--- src/rtl/core/ipv4om_pkg.sv ---
// Shared types and constants for the IPv4 option type matcher.
// No dependencies.
package ipv4om_pkg;

   localparam int LIST_LEN_DEF = 4;   // default list length
   localparam int MAX_OPTIONS  = 40;  // soft mode option limit
   localparam int LIST_SLOTS   = 4;   // entries held by the match type register
   localparam int TYPE_W       = 8;
   localparam int LC_W         = 3;   // list_count register width
   localparam int LIST_W       = 32;  // match type register width
   localparam int OPT_CNT_W    = 6;
   localparam int CNT_SAT      = 63;  // option counters saturate here
   localparam int SKIP_W       = 8;
   localparam int CSR_IDX_W    = 2;

   localparam logic [TYPE_W-1:0] OPT_EOL = 8'd0;
   localparam logic [TYPE_W-1:0] OPT_NOP = 8'd1;
   localparam logic [TYPE_W-1:0] LEN_MIN = 8'd2;

   typedef enum logic [1:0] {PH_TYPE, PH_LEN, PH_SKIP, PH_END} walk_phase_type;
   typedef enum logic [1:0] {OC_OPEN, OC_MATCH, OC_FAIL} outcome_type;
   typedef enum logic [CSR_IDX_W-1:0] {
      CSR_SOFT_MODE, CSR_INVERT, CSR_LIST_COUNT, CSR_MATCH_TYPES
   } csr_index_type;

   typedef struct packed {
      logic              soft_mode;
      logic              invert;
      logic [LC_W-1:0]   list_count;
      logic [LIST_W-1:0] match_types;
   } csr_type;

   typedef struct packed {
      logic [TYPE_W-1:0] opt_byte;
      logic              byte_present;
      logic              last_byte;
   } req_item_type;

   typedef struct packed {
      logic close;    // item ends the packet
      logic verdict;  // final verdict, invert applied
   } walk_out_type;

endpackage

--- src/rtl/core/ipv4om_walk.sv ---
// Option walker: per-packet state and the per-byte update.
// Depends on ipv4om_pkg.
module ipv4om_walk import ipv4om_pkg::*; #(
   parameter int LIST_LEN = LIST_LEN_DEF
) (
   input  logic         clock,
   input  logic         reset,
   input  logic         step_en,
   input  req_item_type item,
   input  csr_type      csr,
   output walk_out_type result
);

   localparam int CNT_W = $clog2(LIST_LEN + 1);
   localparam int LCX_W = LC_W + 1;

   walk_phase_type         phase_ff, phase_in, phase_b;
   logic [SKIP_W-1:0]      skip_ff, skip_in, skip_b;
   logic [OPT_CNT_W-1:0]   seen_ff, seen_in, seen_b;
   logic [OPT_CNT_W-1:0]   total_ff, total_in, total_b;
   logic [CNT_W-1:0]       seq_ff, seq_in, seq_b;
   outcome_type            outcome_ff, outcome_in, outcome_b;

   logic [TYPE_W-1:0]      entry [LIST_LEN];
   logic [CNT_W-1:0]       used_cnt;
   logic [LCX_W-1:0]       lc_ext;
   logic                   in_list;
   logic [TYPE_W-1:0]      seq_entry;
   logic                   close;
   logic                   hit;

   // entries past the register read as type 0
   for (genvar i = 0; i < LIST_LEN; i++) begin : g_entry
      if (i < LIST_SLOTS) begin : g_reg
         assign entry[i] = csr.match_types[TYPE_W*i +: TYPE_W];
      end else begin : g_zero
         assign entry[i] = '0;
      end
   end

   assign lc_ext   = {1'b0, csr.list_count};
   assign used_cnt = (lc_ext > LCX_W'(LIST_LEN)) ? CNT_W'(LIST_LEN) : CNT_W'(lc_ext);
   assign close    = !item.byte_present || item.last_byte;

   always_comb begin
      in_list   = 1'b0;
      seq_entry = '0;
      for (int i = 0; i < LIST_LEN; i++) begin
         if (CNT_W'(i) < used_cnt && entry[i] == item.opt_byte) in_list = 1'b1;
         if (seq_ff == CNT_W'(i)) seq_entry = entry[i];
      end
   end

   // next state: effect of the byte, then packet clear on close
   always_comb begin
      phase_b   = phase_ff;
      skip_b    = skip_ff;
      seen_b    = seen_ff;
      total_b   = total_ff;
      seq_b     = seq_ff;
      outcome_b = outcome_ff;
      if (item.byte_present) begin
         case (phase_ff)
            PH_TYPE: begin
               if (csr.soft_mode && seen_ff >= OPT_CNT_W'(MAX_OPTIONS)) begin
                  phase_b = PH_END;
               end else begin
                  if (seen_ff != OPT_CNT_W'(CNT_SAT)) seen_b = seen_ff + 1'b1;
                  if (csr.soft_mode) begin
                     if (in_list && total_ff != OPT_CNT_W'(CNT_SAT)) begin
                        total_b = total_ff + 1'b1;
                     end
                  end else if (outcome_ff == OC_OPEN) begin
                     if (seq_ff >= used_cnt) begin
                        outcome_b = OC_MATCH;
                     end else if (seq_entry != item.opt_byte) begin
                        outcome_b = OC_FAIL;
                     end else begin
                        seq_b = seq_ff + 1'b1;
                        if (seq_b >= used_cnt) outcome_b = OC_MATCH;
                     end
                  end
                  phase_b = (item.opt_byte == OPT_EOL || item.opt_byte == OPT_NOP) ?
                            PH_TYPE : PH_LEN;
               end
            end
            PH_LEN: begin
               if (item.opt_byte < LEN_MIN) begin
                  phase_b = PH_END;
               end else if (item.opt_byte == LEN_MIN) begin
                  phase_b = PH_TYPE;
               end else begin
                  skip_b  = item.opt_byte - LEN_MIN;
                  phase_b = PH_SKIP;
               end
            end
            PH_SKIP: begin
               if (skip_ff != '0) skip_b = skip_ff - 1'b1;
               if (skip_b == '0) phase_b = PH_TYPE;
            end
            default: begin
            end
         endcase
      end

      if (close) begin
         phase_in   = PH_TYPE;
         skip_in    = '0;
         seen_in    = '0;
         total_in   = '0;
         seq_in     = '0;
         outcome_in = OC_OPEN;
      end else begin
         phase_in   = phase_b;
         skip_in    = skip_b;
         seen_in    = seen_b;
         total_in   = total_b;
         seq_in     = seq_b;
         outcome_in = outcome_b;
      end
   end

   // verdict from the state after this byte
   always_comb begin
      if (seen_b == '0) begin
         hit = 1'b0;
      end else if (csr.soft_mode) begin
         hit = (total_b == OPT_CNT_W'(used_cnt));
      end else begin
         case (outcome_b)
            OC_MATCH: hit = 1'b1;
            OC_FAIL:  hit = 1'b0;
            default:  hit = (seq_b >= used_cnt);
         endcase
      end
      result.close   = close;
      result.verdict = hit ^ csr.invert;
   end

   always_ff @(posedge clock) begin
      if (reset) begin
         phase_ff   <= PH_TYPE;
         skip_ff    <= '0;
         seen_ff    <= '0;
         total_ff   <= '0;
         seq_ff     <= '0;
         outcome_ff <= OC_OPEN;
      end else if (step_en) begin
         phase_ff   <= phase_in;
         skip_ff    <= skip_in;
         seen_ff    <= seen_in;
         total_ff   <= total_in;
         seq_ff     <= seq_in;
         outcome_ff <= outcome_in;
      end
   end

endmodule

--- src/rtl/core/ipv4_option_type_matcher_core.sv ---
// Top level of the IPv4 option type matcher.
// Depends on ipv4om_pkg and ipv4om_walk.
//
// Usage:
//  - req_ channel: one byte of the IPv4 options area per item, in packet order.
//    req_last_byte marks the final byte; an item with req_byte_present low
//    closes the packet without a byte (an empty area, or an early close).
//  - rsp_ channel: one verdict item per closed packet, none for other bytes.
//  - csr_ port: write-only soft mode, invert, list count and match types
//    registers, to be written only while no item is in flight (not enforced).
//  - Path: a closing item passes the input register, the walker, then the
//    result register before its verdict shows on rsp_.
//  - Throughput: one item per cycle while no closing byte waits for the
//    result slot; the walker update between the registers is combinational.
//  - Stall: a held verdict does not block bytes that close no packet; a
//    closing byte waits in the input register until the result slot frees,
//    and req_ready is low only while it waits.
//  - Reset: clears the registers, the walker state and both valid flags.
module ipv4_option_type_matcher_core import ipv4om_pkg::*; #(
   parameter int LIST_LEN = LIST_LEN_DEF
) (
   input  logic                 clock,
   input  logic                 reset,
   input  logic                 req_valid,
   output logic                 req_ready,
   input  logic [TYPE_W-1:0]    req_opt_byte,
   input  logic                 req_byte_present,
   input  logic                 req_last_byte,
   output logic                 rsp_valid,
   input  logic                 rsp_ready,
   output logic                 rsp_verdict,
   input  logic                 csr_wr_en,
   input  logic [CSR_IDX_W-1:0] csr_index,
   input  logic [LIST_W-1:0]    csr_wdata
);

   csr_type      csr_ff;
   logic         in_valid_ff;
   req_item_type in_item_ff;
   logic         out_valid_ff;
   logic         out_verdict_ff;
   walk_out_type walk_res;
   logic         step;

   // registers
   always_ff @(posedge clock) begin
      if (reset) begin
         csr_ff <= '0;
      end else if (csr_wr_en) begin
         case (csr_index_type'(csr_index))
            CSR_SOFT_MODE:   csr_ff.soft_mode   <= csr_wdata[0];
            CSR_INVERT:      csr_ff.invert      <= csr_wdata[0];
            CSR_LIST_COUNT:  csr_ff.list_count  <= csr_wdata[LC_W-1:0];
            CSR_MATCH_TYPES: csr_ff.match_types <= csr_wdata;
            default: begin
            end
         endcase
      end
   end

   // a byte moves through the walker unless it closes a packet
   // while the result slot is still occupied
   assign step      = in_valid_ff && (!walk_res.close || !out_valid_ff || rsp_ready);
   assign req_ready = !in_valid_ff || step;

   always_ff @(posedge clock) begin
      if (reset) begin
         in_valid_ff <= 1'b0;
      end else if (req_ready) begin
         in_valid_ff <= req_valid;
      end
   end

   always_ff @(posedge clock) begin
      if (req_valid && req_ready) begin
         in_item_ff <= '{opt_byte: req_opt_byte, byte_present: req_byte_present,
                         last_byte: req_last_byte};
      end
   end

   ipv4om_walk #(
      .LIST_LEN(LIST_LEN)
   ) u_walk (
      .clock  (clock),
      .reset  (reset),
      .step_en(step),
      .item   (in_item_ff),
      .csr    (csr_ff),
      .result (walk_res)
   );

   // result register
   always_ff @(posedge clock) begin
      if (reset) begin
         out_valid_ff <= 1'b0;
      end else if (step && walk_res.close) begin
         out_valid_ff <= 1'b1;
      end else if (rsp_ready) begin
         out_valid_ff <= 1'b0;
      end
   end

   always_ff @(posedge clock) begin
      if (step && walk_res.close) out_verdict_ff <= walk_res.verdict;
   end

   assign rsp_valid   = out_valid_ff;
   assign rsp_verdict = out_verdict_ff;

endmodule

--- config.mk ---
export PLATFORM = sky130hd
export DESIGN_NAME = ipv4_option_type_matcher_core
export DESIGN_NICKNAME = d
export VERILOG_FILES = /design/src/rtl/core/ipv4om_pkg.sv /design/src/rtl/core/ipv4om_walk.sv /design/src/rtl/core/ipv4_option_type_matcher_core.sv
export SDC_FILE = /design/constraint.sdc
export NUM_CORES = 1
export LEC_CHECK = 0
export CAP_MARGIN = 20
export CELL_PAD_IN_SITES_DETAIL_PLACEMENT = 1
export CELL_PAD_IN_SITES_GLOBAL_PLACEMENT = 2
export CORE_UTILIZATION = 40
export CTS_CLUSTER_SIZE = 12
export DETAILED_ROUTE_END_ITERATION = 8
export DONT_BUFFER_PORTS = 1
export MAX_ROUTING_LAYER = met4
export PLACE_DENSITY_LB_ADDON = 0.3
export SYNTH_ARGS = -nofsm -noshare
export SYNTH_HDL_FRONTEND = slang
export SYNTH_SLANG_ARGS = --single-unit
--- constraint.sdc ---
create_clock -name clock -period 11.7 [get_ports clock]
set_input_delay 2.34 -clock clock [delete_from_list [all_inputs] [get_ports clock]]
set_output_delay 2.34 -clock clock [all_outputs]
set_load 0.005 [all_outputs]
* Word level (Yosys, flattened, before mapping)
Index checks and enable logic that the tools add are counted.
** Storage, ports and cells
- Output and inout bits :: 3
- Word-level logic and storage cells :: 149
- Bits in registers :: 77
- Input port bits :: 49
** Operators by class
- Equal/unequal tests :: 23
- Magnitude comparators :: 10
- Reductions and logical operators :: 36
- Multiplexer cells :: 58
- $add $sub $neg :: 5
- Bitwise gates (word level) :: 1
** Operators by type and width (number)
- $mux 8 :: 11
- $mux 6 :: 11
- $eq 8x8->1 :: 4
- $mux 2 :: 15
- $mux 3 :: 9
- $logic_not 8->1 :: 2
- $pmux 8 s2 :: 1
- $add 6x1->6 const B :: 2
- $ne 6x6->1 const B :: 2
- $ge 3x3->1 :: 3
- $logic_and 1x1->1 :: 9
- $mux 1 :: 9
- $eq 2x2->1 const B :: 4
- $eq 8x1->1 const B :: 1
- $eq 8x2->1 const B :: 1
- $lt 8x2->1 const B :: 1
- $ne 8x8->1 :: 1
- $reduce_and 2->1 :: 4
- $reduce_bool 8->1 :: 1
- $sub 8x1->8 const B :: 1
- $sub 8x2->8 const B :: 1
- $eq 2x1->1 const B :: 3
- $eq 3x2->1 const B :: 2
- $eq 6x3->1 :: 1
- other kinds (21) :: 34

* Depth between registers and ports, before layout
Gate-level depths: netlist of the first run.
- Word-level depth :: 18
- Depth in mapped cells :: 20
- Depth with buffers taken out :: 18

* Hierarchy
Synthesis of the first run repeated with hierarchy kept, for this count alone.
** Second synthesis, totals
- Cell total of the unflattened synthesis :: 624
- Area total of the unflattened synthesis :: 5346.4 sq um
** By module, submodules not included
- ipv4om_walk :: sequential area each 540.5 sq um, times used 1, cells an instance 443, area each 3250.6 sq um
- ipv4_option_type_matcher_core :: sequential area each 1111.1 sq um, times used 1, cells an instance 181, area each 2095.8 sq um

* Least setup slack after synthesis of the first run
Ideal clock, no wire load.
- Kind :: input to output
- Start :: input port rsp_ready
- End :: output port req_ready
- Data required time :: 9.360 ns
- Path buffers :: 0
- Data arrival time :: 2.680 ns
- Stages :: 3
- Setup slack :: 6.680 ns
- Path through :: nand2b_1 nor2_1 nand2_1
** On the way
- Cells in the longest elaborated chain, start to end :: 3
** RTL lines
- from (decl) :: RTL line ipv4_option_type_matcher_core.sv:30 : input logic rsp_ready,
- $logic_or 1x1->1 :: RTL line ipv4_option_type_matcher_core.sv:63 : assign step = in_valid_ff && (!walk_res.close || !out_valid_ff || rsp_ready);
- $logic_and 1x1->1 :: RTL line ipv4_option_type_matcher_core.sv:63
- $logic_or 1x1->1 :: RTL line ipv4_option_type_matcher_core.sv:64 : assign req_ready = !in_valid_ff || step;
- to (decl) :: RTL line ipv4_option_type_matcher_core.sv:25 : output logic req_ready,
No other way between the ends.

* Final worst setup path of the first run
Same ends and word-level chain as after synthesis.

==> results of run 1 <==
-- registers in the layout, summed over array words and instances, names as in the netlist --
name	flops
csr_ff	37
in_item_ff	10
in_valid_ff	1
rsp_valid	1
rsp_verdict	1
u_walk.outcome_ff	2
u_walk.phase_ff	2
u_walk.seen_ff	6
u_walk.seq_ff	3
u_walk.skip_ff	8
u_walk.total_ff	6
-- per-layer routing --
metal  global-route usage [%]  wire [microns]  up-vias
met2                    40.25            6889       62
met5                        -               0        -
met4                    8.711             216        0
met1                    29.88            6506     2132
li1                         -               -     2118
met3                    3.856             471       17
-- through the flow --
stage | instances | worst slack [ps] | hold slack [ps] | util (%)
5_1_grt | 749 | 6585 | 514.1 | 44.40
3_3_place_gp | 731 | 6652 | 472.0 | 41.40
6_report | 749 | 6644 | 493.4 | 44.40
2_1_floorplan | 616 | 6680 | 457.9 | -
4_1_cts | 747 | 6646 | 490.8 | 44.32
3_5_place_dp | 731 | 6643 | 481.2 | 41.40
-- final cells by class --
type | instances | area, sq um
Fill cell | 1435 | 6650
Multi-Input combinational cell | 484 | 3023
Sequential cell | 77 | 1652
Clock buffer | 9 | 225.2
Tap cell | 147 | 183.9
Clock inverter | 7 | 123.9
Inverter | 21 | 78.83
Timing Repair Buffer | 3 | 22.52
Antenna cell | 1 | 2.502
-- placed cells by master (no fill, tap or decap), types with 4 or more instances in the layout --
cell type	n
nand2_1	111
dfxtp_1	66
a21oi_1	63
nor2_1	50
xnor2_1	24
xor2_1	24
ha_1	24
inv_1	21
nand3_1	21
o21ai_0	14
nor2b_1	13
edfxtp_1	11
nand2b_1	10
nand3b_1	9
nor3_1	9
mux2i_1	9
clkbuf_16	9
a311o_1	8
a21o_1	8
a22oi_1	7
nor4_1	6
a31oi_1	5
and3_1	5
o21ai_1	4
nand4_1	4
or3_1	4
a311oi_1	4
-- cells by family after synthesis --
logic type	count (synthesis)	synth area share (%)
xor+xnor	49	9.033
compound gates	137	18.07
buf+inv	55	4.670
flops	77	33.68
mux	11	2.297
fa+ha+maj	24	6.124
simple gates	263	26.13
-- worst min-delay path, cell delays in order (launching register included) --
cell     delay, ps
dfxtp_1        330
nand2_1         60
a21oi_1         50
-- path summary, 6_finish.rpt --
kind                                  end  depth (start not counted)                     startpoint
setup / recovery                req_ready                          3                      rsp_ready
hold / removal    csr_ff[13]$_SDFFE_PP0P_                          2        csr_ff[13]$_SDFFE_PP0P_
setup reg to reg    rsp_verdict$_DFFE_PP_                         17  u_walk.seq_ff[1]$_SDFFE_PP0P_
hold reg to reg   csr_ff[13]$_SDFFE_PP0P_                          2        csr_ff[13]$_SDFFE_PP0P_
-- where the power goes --
group	switching, mW	internal [mW]	total [mW]
Combinational	0.0297	0.0228	0.0525
Clock	0.121	0.210	0.330
Sequential	0.0137	0.276	0.290
==> metrics list, run 1 <==
* Slowest cell on crit path: nand2b_1
- Netlist Area Pre-Place: 4903 sq um
- Power per cell area: 126.7 nW/um^2
- Across the VDD grid, the largest voltage drop is 0.00005175 V.
- Clock-pin slew reported for the worst setup and hold paths after clock tree synthesis: 60 ps
- Biggest fanout along the worst timing path: 3
- Clock insertion delay at the later pin of the skew report: 350 ps
- Number of core rows: 40
- Vias in the first global route: 4462
* Vertical extent of the die: 112.7 microns
- The net count of the finished layout is 669.
- Slew margin rel.: 49.19%
- EDFF count, synth: 11
* Worst hold path type: reg -> reg
- In the routed design, unresolved DRC markers number 0.
- After routing, the total negative slack on setup checks comes to 0 ps.
- Summed over all instances, the cell type with the most area after synthesis is dfxtp_1.
- Overall Power: 0.6729 mW
* Fraction of post-synthesis cell area in the top cell type by area: 26.95%
- Slew of the pin with the lowest slew margin: 760.6 ps
- Routed vias/inst: 5.780
- Total clock buffers created by CTS: 9
* Clock sink count: 77
- On the final layout, the worst clock skew is 9.671 ps.
- In the post-synthesis netlist, the cell with the most instances is nand2_1.
- STA puts the critical path data required time at 9360 ps.
- Largest cells by area after synthesis: dfxtp_1 (27%), nand2_1 (8.5%), edfxtp_1 (6.7%)
- Post-route antenna net violation count: 0
- Final standard cell area without fillers: 5311 sq um
- Timing-limited maximum frequency: 197.8 MHz
* RePlAce Congestion: 0.8404
- Number of cells upsized or downsized after cts: 0
* Seq/Total Area, Yosys: 33.68%
- Minimum period implied by the final worst setup slack: 5056 ps
* Number of cells produced by synthesis: 616
- TritonCTS clock tree: done
- Synthesis warning total: 0
- Final number of max-transition violations: 0
- In this run the cell area measured after placement is 4952 sq um.
- Number of I/O pins: 52
* Area growth from synthesis to final layout: 8.318%
- CTS H-tree lvls: 3
- The count of buffers added on input and output ports is 0.
* Post-CTS Hold Buffers: 0
- The floorplan step set the die width to 112.7 microns.
* Final hold vios: 0
- After detailed routing, the average wire length per cell comes to 18.80 microns.
* CP Launch Type: input port
* Setup violators final: 0
* Synthesized area per cell: 7.960 sq um
- Overall die area: 12710 sq um
* Buf+Inv Stages, Crit Path: 0
- Async set or reset register ratio after synthesis: 0%
- The first global-routing pass estimated 23230 microns of wire.
- Across the run, the number of max-cap violations was 0.
* Setup repair after global routing missed its margin: false
* Maximum count of clock buffers along a single path: 2
- DRT iter0 DRCs: 218
- STA classifies the critical path endpoint as an output port.
* Arrival time at the worst endpoint: 2720 ps
- The number of antenna violations at the first check in global routing is 1.
- Category of cells accounting for the largest share of critical-path delay: simple AND/OR/NAND/NOR gates
- In this run the post-CTS setup repair buffer count came out at 0.
- Cell at the root of the clock tree: clkbuf_16
* Result of the run: complete, no violations
- Final clock period utilization by the worst path: 43.22%
- Routed wire length: 14080 microns
- Commonest register cell after synthesis: dfxtp_1
- Fraction of final layout cells sized beyond drive strength 1: 4.659%
* Number of register bits inferred by synthesis: 77
* Total via count in the routed design: 4329
- The critical path goes through nand2b_1 > nor2_1 > nand2_1.
- Effective utilization at floorplan: 40.99%
- In the synthesized netlist, the cells that appear most often are nand2_1 (111), dfxtp_1 (66), a21oi_1 (63), nor2_1 (50).
- Unique cell type count in the Yosys netlist: 64
- After legalization and detailed placement, the total HPWL measured 10240 microns.
- First drt pass iteration count: 4
* Total congestion overflow after global routing: 0
- Syn Nets: 689
* Reg2reg setup slack: 6880 ps
- Core area: 11960 sq um
* Gr usage total: 24.26%
- Maximum number of pins on one net before global-route repair: 65
- Leakage Power: 1.914 nW
- The critical path is of the in -> out type.
- On the worst path, the slowest cell contributes a delay of 140 ps.
No activity file was read; power rests on OpenSTA's default activity.
==> run 2, diff against run 1 <==
--- a/config.mk
+++ b/config.mk
@@ -8,7 +8,7 @@
 export CAP_MARGIN = 20
 export CELL_PAD_IN_SITES_DETAIL_PLACEMENT = 1
 export CELL_PAD_IN_SITES_GLOBAL_PLACEMENT = 2
-export CORE_UTILIZATION = 40
+export CORE_UTILIZATION = 34
 export CTS_CLUSTER_SIZE = 12
 export DETAILED_ROUTE_END_ITERATION = 8
 export DONT_BUFFER_PORTS = 1
==> constraint.sdc (replaced) <==
create_clock -name clock -period 4.3 [get_ports clock]
set_input_delay 0.86 -clock clock [delete_from_list [all_inputs] [get_ports clock]]
set_output_delay 0.86 -clock clock [all_outputs]
set_load 0.005 [all_outputs]
==> metrics list, run 2 (synthesized netlist as in run 1, its figures left out) <==
- Routed vias/inst: 5.420 (-6.2%)
- Worst hold path type: reg -> reg
- Fraction of final layout cells sized beyond drive strength 1: 9.984% (+5.3 points)
* First drt pass iteration count: 4 (unchanged)
- The met3 track utilization from global routing is 6.507% (+2.7 points).
- Area of combinational cells with multiple inputs: 3118 sq um (+3.1%)
* Maximum ir drop on the vdd rail: 0.0002231 V (+330%)
- The number of I/O pins came to 52 (unchanged).
- The max-cap check violation count is 0 (unchanged).
* Setup repair after global routing missed its margin: true
* Maximum count of clock buffers along a single path: 2 (unchanged)
* Flip-flop count of the largest register, all copies and words added: 37 (unchanged)
* Cell count after placement: 778 (+6.4%)
* Clock sink count: 77 (unchanged)
* Critical Path Sink Type: flop
- The HPWL reported at the end of detailed placement was 10770 microns (+5.2%).
* CTS H-tree lvls: 3 (unchanged)
- Total of fill cells in the finished design: 1709 (+19%)
- RePlAce Congestion: 0.9143 (+8.8%)
* Vertical extent of the die: 122.1 microns (+8.3%)
- The overall fraction of global-route tracks in use was 21.04% (-3.2 points).
- Net count reported at finish: 689 (+3.0%)
- Effective utilization at floorplan: 35.05% (-5.9 points)
* Core area: 13990 sq um (+17%)
- Slew of the pin with the lowest slew margin: 686.1 ps (-74.43 ps)
- The detailed-route via count was 4358 (+0.67%).
- Final Non-Filler Cells: 804 (+7.3%)
* Slew margin rel.: 54.16% (+5.0 points)
* Area growth from synthesis to final layout: 14.24%
* Global-route wire length before repair: 23070 microns (-0.68%)
* Clock-pin slew reported for the worst setup and hold paths after clock tree synthesis: 60 ps (about the same)
- The area enclosed by the die boundary came to 14910 sq um (+17%).
- The clock latency at the later pin of the worst-skew pair was 350 ps (about the same).
- The DRC violation count after routing was 0 (unchanged).
* TNS Setup: 0 ps (unchanged)
* Layout Skew: 7.417 ps (-2.253 ps)
- Most common cell after layout, fill and taps aside: nand2_1
* Setup violators final: 0 (unchanged)
- Leading cell types in the layout, fill and taps excluded: nand2_1 (111), dfxtp_1 (64), a21oi_1 (61)
- Vias in the first global route: 4466 (+0.090%)
* Setup Crit Path Kind: reg -> reg
- Register with the most flip-flops: csr_ff
- The maximum number of pins on one net before global-route repair was 65 (unchanged).
* Worst Path Required: 4390 ps (-4970 ps)
- The remaining global-route overflow came to 0 (unchanged).
- Gr busiest metal: met2
* Timing-limited maximum frequency: 237.1 MHz
* Final hold vios: 0 (unchanged)
- Area taken by flip-flops and latches: 1657 sq um (+0.30%)
* Leakage Power: 2.039 nW (+6.5%)
- Avg WL per Cell: 17.83 microns (-5.2%)
* Antenna violations before repair: 3 (+2)
* Post-placement cell area: 5115 sq um (+3.3%)
- Final number of max-transition violations: 0 (unchanged)
- The remaining antenna violation count is 0 (unchanged).
* DRT iter0 DRCs: 204 (-6.4%)
- Final standard cell area without fillers: 5602 sq um (+5.5%)
- Die Wd: 122.1 microns (+8.3%)
* TritonCTS clock tree: done
- The number of rows in the core area came to 43 (+7.5%).
* Minimum period implied by the final worst setup slack: 4217 ps
- The worst setup path is launched from a flop.
* Buffers added on ports: 0 (unchanged)
* Overall Power: 1.774 mW (+160%)
- Routing usage on met1: 24.61% (-5.3 points)
* Cell at the root of the clock tree: clkbuf_16
* Arrival time at the worst endpoint: 4310 ps (+1590 ps)
- The maximum fanout encountered on the critical timing path came to 8 (+5).
- The flow ran to the end, and the final reports show no timing, DRC or antenna violations.
- Leading registers by flop count: csr_ff: 37 flops, in_item_ff: 10 flops, u_walk.skip_ff: 8 flops
- Power per cell area: 316.6 nW/um^2 (+150%)
* Routed wire length: 14340 microns (+1.8%)
- The global-route met2 utilization is 34.96% (-5.3 points).
- The number of clock buffers inserted by TritonCTS is 9 (unchanged).
- After layout, the worst path uses 98.07% of the clock period.
[run 2: cell count changes in the layout (fill, tap and decap cells not counted), sizes merged]
| cell | previous run | this run |
|---|---|---|
| buf | 3 | 23 |
| bufinv | 3 | 2 |
| inv | 21 | 22 |
| diode | 1 | 3 |
| clkbuf | 9 | 10 |
| clkinv | 3 | 2 |
[run 2: critical path: stages, from the launching register on]
cell and delay, ps:
dfxtp_4 360, ha_4 160, ha_4 150, or2_4 260, a311o_1 350, nand3_1 100, nand4b_1 160, nor4_4 400
nand4b_4 180, xnor2_2 180, ha_1 290, nand2b_4 130, a21o_1 160, a21oi_2 150, a21oi_2 80, o32ai_2 150
buf_4 170, nor2_2 30, nand4_1 70, or4b_1 420
[run 2: final cells by class]
type | count | area share (%)
diodes | 3 | 0.1340
well taps | 180 | 4.021
repair buffers | 23 | 3.574
clock buffers | 10 | 4.088
clock inverters | 6 | 1.541
multi-input cells | 484 | 55.66
inverters | 21 | 1.407
flip-flops and latches | 77 | 29.57
[run 2: path summary, 6_finish.rpt]
kind	start	endpoint	slack [ps]	cells after the start
worst max register to register	u_walk.seq_ff[1]$_SDFFE_PP0P_	rsp_verdict$_DFFE_PP_	80	19
worst max-delay path	u_walk.seq_ff[1]$_SDFFE_PP0P_	rsp_verdict$_DFFE_PP_	80	19
worst min register to register	csr_ff[12]$_SDFFE_PP0P_	csr_ff[12]$_SDFFE_PP0P_	490	2
worst min-delay path	csr_ff[12]$_SDFFE_PP0P_	csr_ff[12]$_SDFFE_PP0P_	490	2
[run 2: per-stage QoR]
step	utilization [%]	setup slack, ps	hold slack, ps
6_report	40.04	83.01	494.2
4_1_cts	39.13	1.548	487.1
2_1_floorplan	-	3.285	457.9
5_1_grt	40.04	-149.3	511.3
3_3_place_gp	36.46	48.79	475.4
3_5_place_dp	36.57	-98.19	478.7
[run 2: metal layers]
metal / part of all wire (%) / vias up
met1: 46 / 2131
met3: 4.4 / 18
met4: 1.2 / 0
met5: 0 / -
met2: 49 / 63
li1: - / 2146
[run 2: power by group]
part	switching, mW	internal, mW	leakage [nW]	total (mW)
sequential	0.0301	0.751	0.643	0.782
clock	0.319	0.509	0.153	0.828
combinational	0.0917	0.0728	1.24	0.164
[run 2: timing repair]
action,in CTS,in global routing
hold buffers,0,0
setup buffers,3,2
pin swaps,8,15
resized for setup,8,11
setup endpoints to repair,1,1
==> run 3, diff against run 2 <==
--- a/config.mk
+++ b/config.mk
@@ -5,11 +5,10 @@
 export SDC_FILE = /design/constraint.sdc
 export NUM_CORES = 1
 export LEC_CHECK = 0
-export CAP_MARGIN = 20
 export CELL_PAD_IN_SITES_DETAIL_PLACEMENT = 1
 export CELL_PAD_IN_SITES_GLOBAL_PLACEMENT = 2
 export CORE_UTILIZATION = 34
-export CTS_CLUSTER_SIZE = 12
+export CTS_CLUSTER_SIZE = 25
 export DETAILED_ROUTE_END_ITERATION = 8
 export DONT_BUFFER_PORTS = 1
 export MAX_ROUTING_LAYER = met4
==> constraint.sdc (replaced) <==
create_clock -name clock -period 3.55 [get_ports clock]
set_input_delay 0.71 -clock clock [delete_from_list [all_inputs] [get_ports clock]]
set_output_delay 0.71 -clock clock [all_outputs]
set_load 0.005 [all_outputs]
==> metrics list, run 3 (synthesized netlist as in run 1, its figures left out) <==
* Detailed placer's ending HPWL: 11530 microns (+7.1%)
- The portion of the clock cycle consumed by the worst path in the final layout was 119.3% (+21 points).
- The via count of the first global-routing pass came to 4804 (+7.6%).
- Total clock buffers created by CTS: 9 (unchanged)
- The global-route track usage on met1 is 25.74% (+1.1 points).
* Net count reported at finish: 731 (+6.1%)
- In this run the most used layer during global routing was met2.
- Routed vias/inst: 5.406 (-0.27%)
- The startpoint identified for the worst hold timing path is reset.
- Category of cells accounting for the largest share of critical-path delay: simple AND/OR/NAND/NOR gates
* CP Launch Type: flop
* Die Wd: 122.1 microns (unchanged)
- The clock latency at the later pin of the worst-skew pair was 350 ps (about the same).
- In this run the clock root is driven by a clkbuf_16.
- Relative to the synthesized area, the layout overhead comes to 21.61%.
* Post-route antenna net violation count: 0 (unchanged)
- First drt pass iteration count: 4 (unchanged)
- Reg-to-reg startpoint: u_walk.seq_ff[0]$_SDFFE_PP0P_
* Buffers added on ports: 0 (unchanged)
- The chip height was 122.1 microns (unchanged).
- In the layout the commonest cells are nand2_1 (111), dfxtp_1 (64), buf_4 (62).
- The detailed-route via count is 4557 (+4.6%).
* Critical register-to-register path endpoint: rsp_verdict$_DFFE_PP_
- Fraction of final layout cells sized beyond drive strength 1: 16.14% (+6.2 points)
- Clock-pin slew reported for the worst setup and hold paths after clock tree synthesis: 60 ps (about the same)
* Power per cell area: 376.5 nW/um^2 (+19%)
* Met2 demand-to-capacity share in global routing: 37.61% (+2.6 points)
* Most repeated library cell on the critical path: ha_4
- Overall die area: 14910 sq um (unchanged)
* Max Cap Violations: 0 (unchanged)
* Biggest fanout along the worst timing path: 7 (-1)
- The critical path goes through ha_4 > ha_4 > or2_4 > buf_6 > a311o_1 > a21boi_2 > o22ai_2 > nor4_4 > nand4b_4 > mux2_4 > ha_4 > a21o_1 > a21oi_2 > a21oi_2 > o32ai_2 > nor3_1 > a21o_1 > or4b_1.
- The worst reg-to-reg setup slack was -690 ps (-770 ps).
- Setup violators final: 1 (+1)
* Slack of the critical path: -686.3 ps (-769.3 ps)
- RePlAce Congestion: 0.8937 (-2.3%)
* Critical Path Sink Type: flop
* Arrival time at the worst endpoint: 4320 ps (about the same)
- Worst Path Required: 3630 ps (-760 ps)
- Minimum period implied by the final worst setup slack: 4236 ps (+19.29 ps)
- Flip-flop count of the largest register, all copies and words added: 37 (unchanged)
- Worst hold path type: in -> reg
* Setup Crit Path Kind: reg -> reg
- The final max-slew violation count came to 0 (unchanged).
- Count of inserted antenna diode cells: 0 (-3)
- Number of core rows: 43 (unchanged)
- Post-Route Hold Slack: 430.8 ps (-63.42 ps)
* Fraction of met3 tracks used by global routing: 3.652% (-2.9 points)
* Clock sink count: 77 (unchanged)
- The combined buffer and inverter count along the critical path was 1 (unchanged).
* Antenna violations before repair: 0 (-3)
- Among all stages on the critical path, the largest delay is contributed by or4b_1.
- The flow ran to the end, but the final reports show violations.
* Core area: 13990 sq um (unchanged)
- Total congestion overflow after global routing: 0 (unchanged)
- Global-route wire length before repair: 24210 microns (+5.0%)
* Maximum number of pins on one net before global-route repair: 65 (unchanged)
- The DRC violation count after routing was 0 (unchanged).
* TritonCTS clock tree: done
* Register with the most flip-flops: csr_ff
* Maximum ir drop on the vdd rail: 0.0002041 V (-8.5%)
- Slew of the pin with the lowest slew margin: 1061 ps (+374.9 ps)
- Timing-limited maximum frequency: 236.1 MHz (-0.46%)
* WHS Path Cells: 1 (-1)
* Reg2Reg Depth: 18 (-1)
- The final reports fail on setup timing.
- The starting utilization of the core area is 35.05% (unchanged).
* Worst stage delay on the critical path: 470 ps (+50 ps)
* Leakage Power: 2.259 nW (+11%)
- The relative slew slack came to 29.26% (-25 points).
- Maximum count of clock buffers along a single path: 2 (unchanged)
- The overall fraction of global-route tracks in use is 21.95% (+0.91 points).
- Worst Hold End: u_walk.seen_ff[4]$_SDFFE_PP0P_
- Setup repair after global routing could not meet its margin everywhere.
* Layout Skew: 6.389 ps (-1.028 ps)
- The largest registers in the layout are csr_ff: 37 flops, in_item_ff: 10 flops, u_walk.skip_ff: 8 flops.
- The number of H-tree branching levels was 3 (unchanged).
* Number of I/O pins: 52 (unchanged)
- Post-CTS Hold Buffers: 0 (unchanged)
- The initial DRC count is 205 (+0.49%).
- The number of hold-slack violations in the final timing report came to 0 (unchanged).
- Leaving out fill and tap cells, the most frequent cell in the layout is nand2_1.
- Routed wire length: 14850 microns (+3.6%)
- The pre-CTS setup slack is -683.7 ps (-585.5 ps).
- The post-detailed-route wirelength per cell is 17.62 microns (-1.2%).
## run 3: cell count changes in the layout (fill, tap and decap cells not counted), sizes merged
cell      delta
inv          -2
clkbuf       +2
buf         +42
clkinvlp     +1
diode        -3
clkinv       -1
## run 3: layout make-up
type | instances | area [sq um]
clock inverters | 4 | 76.32
flip-flops and latches | 77 | 1659
multi-input cells | 484 | 3142
clock buffers | 12 | 279.0
inverters | 21 | 82.58
repair buffers | 65 | 499.2
fillers | 1684 | 8025
well taps | 180 | 225.2
## run 3: how the worst max path moves through the flow
stage                                  start  depth (start not counted)                    end  slack (ps)
2_1_floorplan  u_walk.seq_ff[1]$_SDFFE_PP0P_                         19  rsp_verdict$_DFFE_PP_        -670
3_3_place_gp   u_walk.seq_ff[1]$_SDFFE_PP0P_                         18  rsp_verdict$_DFFE_PP_        -560
3_5_place_dp   u_walk.seq_ff[1]$_SDFFE_PP0P_                         19  rsp_verdict$_DFFE_PP_        -680
4_1_cts        u_walk.seq_ff[0]$_SDFFE_PP0P_                         18  rsp_verdict$_DFFE_PP_        -630
5_1_grt        u_walk.seq_ff[0]$_SDFFE_PP0P_                         18  rsp_verdict$_DFFE_PP_        -880
6_report       u_walk.seq_ff[0]$_SDFFE_PP0P_                         18  rsp_verdict$_DFFE_PP_        -690
## run 3: where the power goes
group	total [mW]	switching [mW]	internal [mW]	leakage [nW]
Sequential	0.938	0.0284	0.910	0.643
Combinational	0.229	0.125	0.103	1.45
Clock	1.08	0.376	0.703	0.169
## run 3: timing repair
item                       in CTS  in global routing
gates resized for setup         5                 14
pin swaps                       2                 11
setup endpoints to repair       1                  1
buffers inserted                0                  5
## run 3: through the flow
stage	cell area [sq um]	total power, mW	instances	TNS [ps]	util (%)
3_3_place_gp	5484	1.176	822	-564.3	39.20
3_5_place_dp	5484	1.183	822	-683.7	39.20
2_1_floorplan	4975	1.109	616	-668.5	-
5_1_grt	5963	2.330	843	-877.1	42.63
6_report	5963	2.245	843	-686.3	42.63
4_1_cts	5859	2.275	838	-625.3	41.89
## run 3: metal layers
layer  part of all wire (%)  vias to the layer above
met5                      0                        -
met4                    2.5                        0
met3                    2.6                       24
met2                     50                       62
met1                     45                     2237
li1                       -                     2234
## run 3: worst reg2reg max path: stages, from the launching register on
cell and delay (ps):
dfxtp_4 370, ha_4 160, ha_4 150, or2_4 260, buf_6 120, a311o_1 290
a21boi_2 160, o22ai_2 100, nor4_4 350, nand4b_4 180, mux2_4 340, ha_4 200
a21o_1 180, a21oi_2 150, a21oi_2 70, o32ai_2 160, nor3_1 90, a21o_1 150
or4b_1 470
